File: config.mk
export PLATFORM = sky130hd
export DESIGN_NAME = tes_divider
export DESIGN_NICKNAME = d
export VERILOG_FILES = /design/src/rtl/tes_pkg.sv /design/src/rtl/tes_divider.sv
export SDC_FILE = /design/constraint.sdc
export NUM_CORES = 1
export LEC_CHECK = 0
export ABC_AREA = 1
export ABC_CLOCK_PERIOD_IN_PS = 3400
export BUFFER_PORTS_ARGS = -buffer_cell sky130_fd_sc_hd__buf_2
export CORE_MARGIN = 8
export CORE_UTILIZATION = 25
export CTS_CLUSTER_SIZE = 8
export DETAILED_ROUTE_END_ITERATION = 16
export HOLD_SLACK_MARGIN = 0.02
export PLACE_DENSITY_LB_ADDON = 0.2
export SYNTH_ARGS = -nofsm -noshare
export SYNTH_HDL_FRONTEND = slang
export SYNTH_SLANG_ARGS = --single-unit
File: constraint.sdc
create_clock -name clk -period 3.4 [get_ports clk]
set_input_delay 0.68 -clock clk [delete_from_list [all_inputs] [get_ports clk]]
set_output_delay 0.68 -clock clk [all_outputs]
set_load 0.02 [all_outputs]
File: src/rtl/tes_pkg.sv
// ----------------------------------------------------------------------------
// tes_pkg
// Shared widths, register indexes, unit request types and the peak detector
// step function of the two-window t-statistic event segmenter.
// ----------------------------------------------------------------------------
`default_nettype none

package tes_pkg;

	localparam int unsigned RING_DEPTH_DEF = 64;
	localparam int unsigned MAX_WINDOW_DEF = 31;
	localparam int unsigned PADDR_W        = 5;

	localparam logic [2:0] REG_WINDOW_SHORT    = 3'd0;
	localparam logic [2:0] REG_WINDOW_LONG     = 3'd1;
	localparam logic [2:0] REG_THRESHOLD_SHORT = 3'd2;
	localparam logic [2:0] REG_THRESHOLD_LONG  = 3'd3;
	localparam logic [2:0] REG_PEAK_HEIGHT     = 3'd4;

	typedef struct packed {
		logic [47:0] mask_until;
		logic        has_peak;
		logic [47:0] peak_index;
		logic [15:0] peak_level;
		logic        confirmed;
	} det_t;

	typedef struct packed {
		det_t        st;
		logic        fire;
		logic        kill;
		logic [47:0] kill_mask;
	} det_res_t;

	typedef struct packed {
		logic        start;
		logic [63:0] dividend;
		logic [63:0] divisor;
	} div_req_t;

	typedef struct packed {
		logic        done;
		logic [63:0] quotient;
	} div_rsp_t;

	typedef struct packed {
		logic        start;
		logic [63:0] radicand;
	} sqrt_req_t;

	typedef struct packed {
		logic        done;
		logic [31:0] root;
	} sqrt_rsp_t;

	function automatic logic [47:0] mag48(logic [47:0] v);
		return v[47] ? (48'd0 - v) : v;
	endfunction

	function automatic det_res_t det_step(det_t s, logic [15:0] cur, logic [47:0] c,
			logic [15:0] thr, logic [4:0] win, logic [15:0] ph);
		det_res_t    r;
		logic [15:0] lev;
		logic [47:0] idx;
		logic        cf;
		r      = '0;
		r.st   = s;
		lev    = s.peak_level;
		idx    = s.peak_index;
		cf     = s.confirmed;
		if (s.mask_until < c) begin
			if (!s.has_peak) begin
				if (cur < lev) begin
					r.st.peak_level = cur;
				end else if ((cur - lev) > ph) begin
					r.st.peak_level = cur;
					r.st.peak_index = c;
					r.st.has_peak   = 1'b1;
				end
			end else begin
				if (cur > lev) begin
					lev = cur;
					idx = c;
				end
				r.kill = lev > thr;
				if (lev > cur && (lev - cur) > ph && lev > thr) begin
					cf = 1'b1;
				end
				r.st.peak_level = lev;
				r.st.peak_index = idx;
				r.st.confirmed  = cf;
				if (cf && ((c - idx) > {44'd0, win[4:1]})) begin
					r.st.has_peak   = 1'b0;
					r.st.peak_level = cur;
					r.st.confirmed  = 1'b0;
					r.fire          = 1'b1;
				end
			end
		end
		r.kill_mask = idx + {43'd0, win};
		return r;
	endfunction

endpackage

`default_nettype wire

File: src/rtl/tes_divider.sv
// ----------------------------------------------------------------------------
// tes_divider
// Restoring 64-bit by 64-bit unsigned divider, one quotient bit per cycle.
// ----------------------------------------------------------------------------
`default_nettype none

module tes_divider import tes_pkg::*; (
	input  wire logic     clk,
	input  wire logic     arst_n,
	input  wire div_req_t req,
	output div_rsp_t      rsp
);

	localparam logic [6:0] STEPS = 7'd64;

	logic [63:0] rem_q;
	logic [63:0] quo_q;
	logic [63:0] div_q;
	logic [6:0]  cnt_q;
	logic        done_q;
	logic [64:0] shf;
	logic        ge;

	assign shf = {rem_q, quo_q[63]};
	assign ge  = shf >= {1'b0, div_q};

	always_ff @(posedge clk or negedge arst_n) begin
		if (!arst_n) begin
			cnt_q  <= '0;
			done_q <= 1'b0;
		end else begin
			done_q <= (cnt_q == 7'd1) && !req.start;
			if (req.start) begin
				cnt_q <= STEPS;
			end else if (cnt_q != '0) begin
				cnt_q <= cnt_q - 7'd1;
			end
		end
	end

	always_ff @(posedge clk) begin
		if (req.start) begin
			rem_q <= '0;
			quo_q <= req.dividend;
			div_q <= req.divisor;
		end else if (cnt_q != '0) begin
			rem_q <= ge ? 64'(shf - {1'b0, div_q}) : shf[63:0];
			quo_q <= {quo_q[62:0], ge};
		end
	end

	assign rsp.done     = done_q;
	assign rsp.quotient = quo_q;

endmodule

`default_nettype wire

==> flow_summary.yaml <==
status:
  status: "completed"
critical_path:
  reg2reg_depth: 15
  critPathMaxFanout: 36
  worst_ep_required_time_ns: 3.61
  cp_common_cell: "nand2_2"
  end_kind: "flip-flop"
  crit_slowest_cell: "buf_4"
  criticalPathCategory: "flip-flop to flip-flop"
  crit_chain: "inv_1 -> ha_1 -> nand2_2 -> inv_1 -> nand2_1 -> nand2_1 -> inv_1 -> nand3_2 -> nand2_1 -> nand2_2 -> nand2_2 -> nand2_2 -> nand2_2 -> buf_4 -> a31oi_1"
  critPathArrivalTime_ns: 3.01
  slowest_delay_ns: 0.45
  cp-start-kind: "flip-flop"
clock_network:
  clkTransAtPathRegs_ns: 0.09
  clock_latency_ns: 0.50
  numCtsBuffers: 17
  cts.htree.levels: 4
  clk_path_buf_depth: 2
  clock-sinks: 200
  root_buffer: "clkbuf_16"
  cts_tree: "done"
layout:
  drive_above_1_share_pct: 13.2
  final_common_cell: "nand2_1"
  final_cell_mix: "nand2_1, inv_1, buf_2, nand3_1, edfxtp_1"
  syn_to_final_growth_pct: 16.8
  final_cell_area_sq_mm: 0.0169
  nets: 2572
power_and_ir_drop:
  p_total_w: 0.00649
  leakage_nw: 9.23
  ir_drop_mv: 0.402
  power_density_mw_per_mm2: 384
synth:
  yosys_register_bits: 200
  synth_top_area_share_pct: 26.6
  netlist_area_sq_mm: 0.0145
  syn-num-nets: 2390
  avgSynthCellArea_sq_um: 6.60
  post-synth-top-area-cell: "edfxtp_1"
  synth_cell_types: 40
  synthCells: 2192
  yosysSeqAreaShare_pct: 36.8
  synthTopCellsByArea: "edfxtp_1, nand2_1, inv_1, dfxtp_1, ha_1"
  yosysWarnings: 0
routing:
  drt-pass1-iter-count: 5
  routed_via_density: 4.30
  drt_iter0_drc: 722
  wire_per_inst_um: 16.4
  post-route-drc-count: 0
  vias: 13568
  postRouteAntennaNets: 0
  totalWireLength_um: 51900
sta:
  slew_headroom_pct: 44.3
  rsz0062_at_grt: "false"
  finalHoldViolCount: 0
  min_period_ns: 2.80
  tightest_slew_ns: 0.835
  fin_crit_sh_pct: 82.3
  timing.fmax_mhz: 357
  whs_ns: 0.347
  setup_viol: 0
  tns_ns: 0
  report.final.slew_viol_count: 0
  fin_skew_ns: 0.0153
placement:
  dpl_cell_area_sq_mm: 0.0163
  hpwl_um: 42300
  numPortBuffers: 195
  gp_congestion: 0.953
run:
  drv_cap: 0
floorplanning:
  num_rows: 88
  die_w_um: 257
  core-area_sq_mm: 0.0575
  start_util_pct: 25.2
  io_pins: 196
  die_y_um: 257
  dieArea_sq_mm: 0.0658
grt:
  gr-total-overflow: 0
  grt_antenna_before_repair: 8
  grtUsageTotal_pct: 15.7
  grt_max_degree: 78
  grt_first_pass_wirelength_um: 80100
  grt_pass1_vias: 13845
worst_hold_path:
  hold_depth: 1
  hp-class: "primary input to flip-flop"
where the power goes:
part           internal [W]  switching (W)  leakage (nW)  total, W
Combinational      0.000438       0.000905          6.99   0.00134
Sequential          0.00288       0.000145          1.95   0.00303
Clock              0.000990        0.00113         0.293   0.00212
state kept, by name, indices dropped and copies added, names as in the netlist:
register and flops:
div_q 64, cnt_q 7, quo_q 64, rem_q 64
done_q 1
final timing paths:
check	to	slack [ns]	start
worst max register to register	quo_q[0]	0.60	div_q[7]
worst min-delay path	div_q[31]	0.35	req[31]
max in group asynchronous	cnt_q[2]	2.66	arst_n
worst min register to register	rem_q[47]	0.47	rem_q[47]
worst max-delay path	quo_q[0]	0.60	div_q[7]
min in group asynchronous	cnt_q[0]	0.56	arst_n
Yosys cell counts:
cell and number:
a21o_1 2, a21oi_1 49, a21oi_2 1, a31oi_1 1, and2_0 1, and2_1 1
buf_1 5, buf_2 7, buf_4 8, buf_6 12, clkbuf_1 18, clkinv_1 2
dfrtp_1 8, dfxtp_1 64, edfxtp_1 128, fa_1 1, ha_1 66, inv_1 440
inv_2 15, nand2_1 912, nand2_2 17, nand2_4 1, nand3_1 138, nand3_2 14
nand3b_1 37, nand4_1 17, nor2_1 102, nor2_2 13, nor2_4 6, nor3_1 14
nor3_2 1, nor4_1 1, o21a_1 1, o21ai_0 23, o21ai_1 19, o21bai_1 11
o22ai_1 1, or2_2 2, xnor2_1 28, xor2_1 5
through the flow:
stage	std cells	utilization, %	worst slack (ns)
CTS	3152	29.4	0.583
finish	3156	29.4	0.601
global route	3153	29.4	0.347
detailed placement	3119	28.3	0.576
floorplan	2192	-	0.782
global placement	3119	28.3	0.607
worst max-delay path: cells and delay by family, from the launching register on:
family          cells  cell delay [ns]
buf+inv             4             0.61
fa+ha+maj           1             0.34
compound gates      1             0.15
flops               1             0.33
simple gates        9             1.04
kinds of logic after synthesis:
family / Yosys count / synth area share, %
xor+xnor: 33 / 2.00
fa+ha+maj: 67 / 5.84
compound gates: 108 / 4.02
buf+inv: 507 / 14.0
simple gates: 1277 / 37.3
flops: 200 / 36.8
layout make-up:
class | count | area (sq um)
fill | 6510 | 40600
multi-input combinational | 1485 | 7130
sequential | 200 | 5330
inverter | 457 | 1720
timing repair buffer | 213 | 1170
tap | 765 | 957
clock buffer | 17 | 425
clock inverter | 15 | 180
antenna | 4 | 10.0
routing by layer:
layer | vias to the layer above | wire length (um) | global-route usage, %
li1 | 7046 | - | -
met1 | 6096 | 24200 | 20.3
met2 | 355 | 23100 | 25.1
met3 | 63 | 3110 | 3.82
met4 | 8 | 1420 | 5.86
met5 | - | 54 | 0
repair_timing:
item	4_1_cts	5_1_grt
buffers inserted	0	0
setup endpoints to repair	0	0
endpoints found under the hold margin	8	0
resized for setup	0	0
hold buffers	1	0
(Power assumes the default switching activity.)
