$ cat config.mk
export PLATFORM = sky130hd
export DESIGN_NAME = tes_isqrt
export DESIGN_NICKNAME = d
export VERILOG_FILES = /design/src/rtl/tes_pkg.sv /design/src/rtl/tes_isqrt.sv
export SDC_FILE = /design/constraint.sdc
export NUM_CORES = 1
export LEC_CHECK = 0
export ABC_AREA = 1
export BUFFER_PORTS_ARGS = -buffer_cell sky130_fd_sc_hd__buf_2
export CELL_PAD_IN_SITES_DETAIL_PLACEMENT = 1
export CELL_PAD_IN_SITES_GLOBAL_PLACEMENT = 1
export CORE_UTILIZATION = 47
export CTS_BUF_LIST = sky130_fd_sc_hd__clkbuf_8
export DETAILED_ROUTE_END_ITERATION = 10
export GPL_TIMING_DRIVEN = 0
export HOLD_SLACK_MARGIN = 0.06
export PLACE_DENSITY_LB_ADDON = 0.1
export SYNTH_ARGS = -nofsm -noshare
export SYNTH_HDL_FRONTEND = slang
export SYNTH_SLANG_ARGS = --single-unit
$ cat constraint.sdc
create_clock -name clk -period 4.2 [get_ports clk]
set_input_delay 0.42 -clock clk [delete_from_list [all_inputs] [get_ports clk]]
set_output_delay 0.42 -clock clk [all_outputs]
set_load 0.02 [all_outputs]
$ cat src/rtl/tes_pkg.sv
// ----------------------------------------------------------------------------
// tes_pkg
// Shared widths, register indexes, unit request types and the peak detector
// step function of the two-window t-statistic event segmenter.
// ----------------------------------------------------------------------------
`default_nettype none

package tes_pkg;

	localparam int unsigned RING_DEPTH_DEF = 64;
	localparam int unsigned MAX_WINDOW_DEF = 31;
	localparam int unsigned PADDR_W        = 5;

	localparam logic [2:0] REG_WINDOW_SHORT    = 3'd0;
	localparam logic [2:0] REG_WINDOW_LONG     = 3'd1;
	localparam logic [2:0] REG_THRESHOLD_SHORT = 3'd2;
	localparam logic [2:0] REG_THRESHOLD_LONG  = 3'd3;
	localparam logic [2:0] REG_PEAK_HEIGHT     = 3'd4;

	typedef struct packed {
		logic [47:0] mask_until;
		logic        has_peak;
		logic [47:0] peak_index;
		logic [15:0] peak_level;
		logic        confirmed;
	} det_t;

	typedef struct packed {
		det_t        st;
		logic        fire;
		logic        kill;
		logic [47:0] kill_mask;
	} det_res_t;

	typedef struct packed {
		logic        start;
		logic [63:0] dividend;
		logic [63:0] divisor;
	} div_req_t;

	typedef struct packed {
		logic        done;
		logic [63:0] quotient;
	} div_rsp_t;

	typedef struct packed {
		logic        start;
		logic [63:0] radicand;
	} sqrt_req_t;

	typedef struct packed {
		logic        done;
		logic [31:0] root;
	} sqrt_rsp_t;

	function automatic logic [47:0] mag48(logic [47:0] v);
		return v[47] ? (48'd0 - v) : v;
	endfunction

	function automatic det_res_t det_step(det_t s, logic [15:0] cur, logic [47:0] c,
			logic [15:0] thr, logic [4:0] win, logic [15:0] ph);
		det_res_t    r;
		logic [15:0] lev;
		logic [47:0] idx;
		logic        cf;
		r      = '0;
		r.st   = s;
		lev    = s.peak_level;
		idx    = s.peak_index;
		cf     = s.confirmed;
		if (s.mask_until < c) begin
			if (!s.has_peak) begin
				if (cur < lev) begin
					r.st.peak_level = cur;
				end else if ((cur - lev) > ph) begin
					r.st.peak_level = cur;
					r.st.peak_index = c;
					r.st.has_peak   = 1'b1;
				end
			end else begin
				if (cur > lev) begin
					lev = cur;
					idx = c;
				end
				r.kill = lev > thr;
				if (lev > cur && (lev - cur) > ph && lev > thr) begin
					cf = 1'b1;
				end
				r.st.peak_level = lev;
				r.st.peak_index = idx;
				r.st.confirmed  = cf;
				if (cf && ((c - idx) > {44'd0, win[4:1]})) begin
					r.st.has_peak   = 1'b0;
					r.st.peak_level = cur;
					r.st.confirmed  = 1'b0;
					r.fire          = 1'b1;
				end
			end
		end
		r.kill_mask = idx + {43'd0, win};
		return r;
	endfunction

endpackage

`default_nettype wire

$ cat src/rtl/tes_isqrt.sv
// ----------------------------------------------------------------------------
// tes_isqrt
// Digit-by-digit integer square root of a 64-bit value, one root bit per cycle.
// ----------------------------------------------------------------------------
`default_nettype none

module tes_isqrt import tes_pkg::*; (
	input  wire logic      clk,
	input  wire logic      arst_n,
	input  wire sqrt_req_t req,
	output sqrt_rsp_t      rsp
);

	localparam logic [5:0] STEPS = 6'd32;

	logic [33:0] rem_q;
	logic [63:0] rad_q;
	logic [31:0] root_q;
	logic [5:0]  cnt_q;
	logic        done_q;
	logic [35:0] shf;
	logic [35:0] trial;
	logic        ge;

	assign shf   = {rem_q, rad_q[63:62]};
	assign trial = {2'b00, root_q, 2'b01};
	assign ge    = shf >= trial;

	always_ff @(posedge clk or negedge arst_n) begin
		if (!arst_n) begin
			cnt_q  <= '0;
			done_q <= 1'b0;
		end else begin
			done_q <= (cnt_q == 6'd1) && !req.start;
			if (req.start) begin
				cnt_q <= STEPS;
			end else if (cnt_q != '0) begin
				cnt_q <= cnt_q - 6'd1;
			end
		end
	end

	always_ff @(posedge clk) begin
		if (req.start) begin
			rem_q  <= '0;
			rad_q  <= req.radicand;
			root_q <= '0;
		end else if (cnt_q != '0) begin
			rem_q  <= ge ? 34'(shf - trial) : shf[33:0];
			root_q <= {root_q[30:0], ge};
			rad_q  <= {rad_q[61:0], 2'b00};
		end
	end

	assign rsp.done = done_q;
	assign rsp.root = root_q;

endmodule

`default_nettype wire

==> metrics.txt <==
CTS tree=built; grt peak-use layer=met2; minimum clock period=2.82 ns; Final period util=67.2%; Synth area leaders=edfxtp_1 24%, nand2_1 23%, dfxtp_1 16%, inv_1 7.0%, ha_1 5.6%; R2R setup slack=1.38 ns; Clock transition at path regs=0.09 ns; Max Clk Rate=354 MHz; Reg2Reg Depth=8; post-synthesis async set-or-reset flop share=5.11%; I/O Buffers=98; initial core utilization=48.3%; leak pwr=4.88 nW; synth cell count leaders=505 x nand2_1, 150 x inv_1, 79 x nor2_1; slowest stage delay, CP=0.75 ns; Max IR drop VDD=0.000278 V; Post CTS Setup Buffer Count=0; final wirelength=24400 um; largest net degree at the start of global routing=74; io pins=100; Hold Path Cell Cnt=3; Sw Share=48.0%; crit path max-delay cell type=buf_4; CP Max Fanout=73; CP Launch Type=register; Combinational Power Share=56.9%; Core Rows=47; CTS root buf=clkbuf_8; WL/cell=16.1 um; GR Util All Layers=29.3%; status=finished, final reports clean; Slew @ Worst Pin=0.908 ns; Max Slew Vio Count=0; CP Class=register to register; syn_area_per_cell=6.96 um^2; setup tns final=0 ns; WP data required=4.28 ns; met3 Use GR=5.90%; DRT iter0 DRCs=288; Syn Inst Count=1159; total core area=16700 um^2; global placer's final weighted congestion=0.898; total power=7.23 mW; via/cell ratio=5.13; Cell Area, Synth=8070 um^2; Clock power frac=16.6%; Clock H-tree levels=4; Syn Nets=1262; global-route wire length before repair=40400 um; number of antenna violations at the first check in global routing=0; Synth Register Bits=137; RSZ-0062 raised after global routing=false; worst hold start=req[18]; Congestion Overflow GR=0; Synth cell types=35; r2r startpoint=cnt_q[0]; diodes inserted=0; skew final=0.0201 ns; Post-synth EDFFs=64; Clk Latency, worst-skew pair=0.46 ns; M1 GR Usage=33.3%; CP arrival=2.91 ns; met2 Use GR=53.7%; Sw Pwr=3.47 mW; first drt pass iteration count=4; share of layout cells above drive strength 1=11.5%; Final Hold Viols=0; Die ar.=17700 um^2; count leader, synth=nand2_1; Die W=133 um; # DRC=0; total CTS buffers=17; MaxCap Viol Count=0; CTS Sinks=137; fin nets=1380; Worst Hold Path EP=rad_q[18]; Top FF cell, synth=dfxtp_1; RR Endpoint=rad_q[62]; worst min path class=input pin to register; area leader, netlist=edfxtp_1; Ys Warns=0; PwrDens=780 nW/um^2; CP Cell Sequence=inv_1 -> ha_1 -> nand2_1 -> inv_1 -> nand2_1 -> nor2_1 -> inv_2 -> buf_4; sequential power share=26.5%; DP HPWL=18700 um; synth-to-layout area growth=14.9%; Seq/Total Area, Yosys=42.4%; Vias=7752; Max Root-Sink Buffers=2; vias in the first global route=8217; CP endpoint kind=register; Int Pwr=3.76 mW; final setup fails=0; DRT antenna net count=0; top cell type's share of synthesized area=23.8%; max_slew headroom=39.5%; Die Span Y=133 um
## how the worst max path moves through the flow
| stage | startpoint | endpoint | slack, ns |
|---|---|---|---|
| floorplan | cnt_q[0] | rad_q[0] | 1.78 |
| global placement | cnt_q[0] | rad_q[52] | 1.07 |
| detailed placement | cnt_q[0] | rad_q[11] | 1.46 |
| CTS | cnt_q[0] | rad_q[4] | 1.40 |
| global route | cnt_q[1] | rad_q[61] | 1.26 |
| finish | cnt_q[0] | rad_q[62] | 1.38 |
## stage by stage
stage	hold slack (ns)	cells	util (%)	setup slack, ns	cell area [um^2]
final	0.224	1510	55.5	1.38	9270
after global routing	0.205	1510	55.5	1.26	9270
after CTS	0.205	1510	55.5	1.40	9270
after detailed placement	0.268	1477	52.9	1.46	8840
after global placement	0.265	1477	52.9	1.07	8840
after floorplan	0.124	1159	-	1.78	8070
## placed cells by master (no fill, tap or decap), types with 2 or more instances in the layout
cell type / count
ha_1: 36
o21ai_0: 14
dfrtp_1: 7
inv_2: 3
clkbuf_8: 17
a21oi_1: 23
xor2_1: 2
o21bai_1: 3
clkbuf_1: 23
xnor2_1: 18
bufinv_16: 4
nand3b_1: 11
clkinvlp_4: 2
buf_4: 2
nand2_1: 505
buf_1: 2
and3_1: 2
nor3_1: 6
nand4_1: 6
nor2_1: 79
nor4_1: 2
edfxtp_1: 64
buf_6: 4
clkinv_4: 3
nand3_1: 64
buf_2: 104
o22ai_1: 34
a21o_1: 2
nor2_2: 4
o21ai_1: 14
inv_1: 154
dfxtp_1: 66
## critical path, delay by kind of cell (launching register included)
family / cells / cell delay, ns
and+or+nand+nor: 3 / 0.50
adders and majority gates: 1 / 0.24
buffers and inverters: 4 / 1.22
DFF: 1 / 0.45
## power by group through the flow
| stage | registers [mW] | logic, mW | clock network (mW) |
|---|---|---|---|
| 6_report | 1.92 | 4.11 | 1.20 |
| 5_1_grt | 1.95 | 4.66 | 1.26 |
| 4_1_cts | 1.92 | 4.11 | 1.22 |
| 3_5_place_dp | 1.94 | 4.05 | 0 |
| 3_3_place_gp | 1.92 | 3.91 | 0 |
| 2_1_floorplan | 1.89 | 2.98 | 0 |
## area by class of cell
| type | instances | area, um^2 |
|---|---|---|
| Fill cell | 2262 | 7430 |
| Multi-Input combinational cell | 832 | 3900 |
| Sequential cell | 137 | 3420 |
| Inverter | 153 | 574 |
| Timing Repair Buffer | 99 | 500 |
| Tap cell | 220 | 275 |
| Clock buffer | 17 | 234 |
| Clock inverter | 15 | 190 |
| Buffer | 37 | 184 |
## state kept, by name, indices dropped and copies added, names as in the netlist
signal,flops
rad_q,64
cnt_q,6
root_q,32
rem_q,34
done_q,1
## repair_timing
action	4_1_cts	5_1_grt
hold buffers	1	0
hold endpoints to repair	7	0
resized for setup	0	0
## metal layers
layer  up-vias  routed length, um
li1       3897                  -
met1      3660              10300
met2       149              12500
met3        46                993
met4         0                579
met5         -                  0
## cell families after synthesis
logic type | share of synthesized area [%]
simple gates | 34.0
buf+inv | 9.36
flops | 42.4
compound gates | 6.54
fa+ha+maj | 5.58
xor+xnor | 2.17
Note: power is estimated with default switching activity, not from simulation.
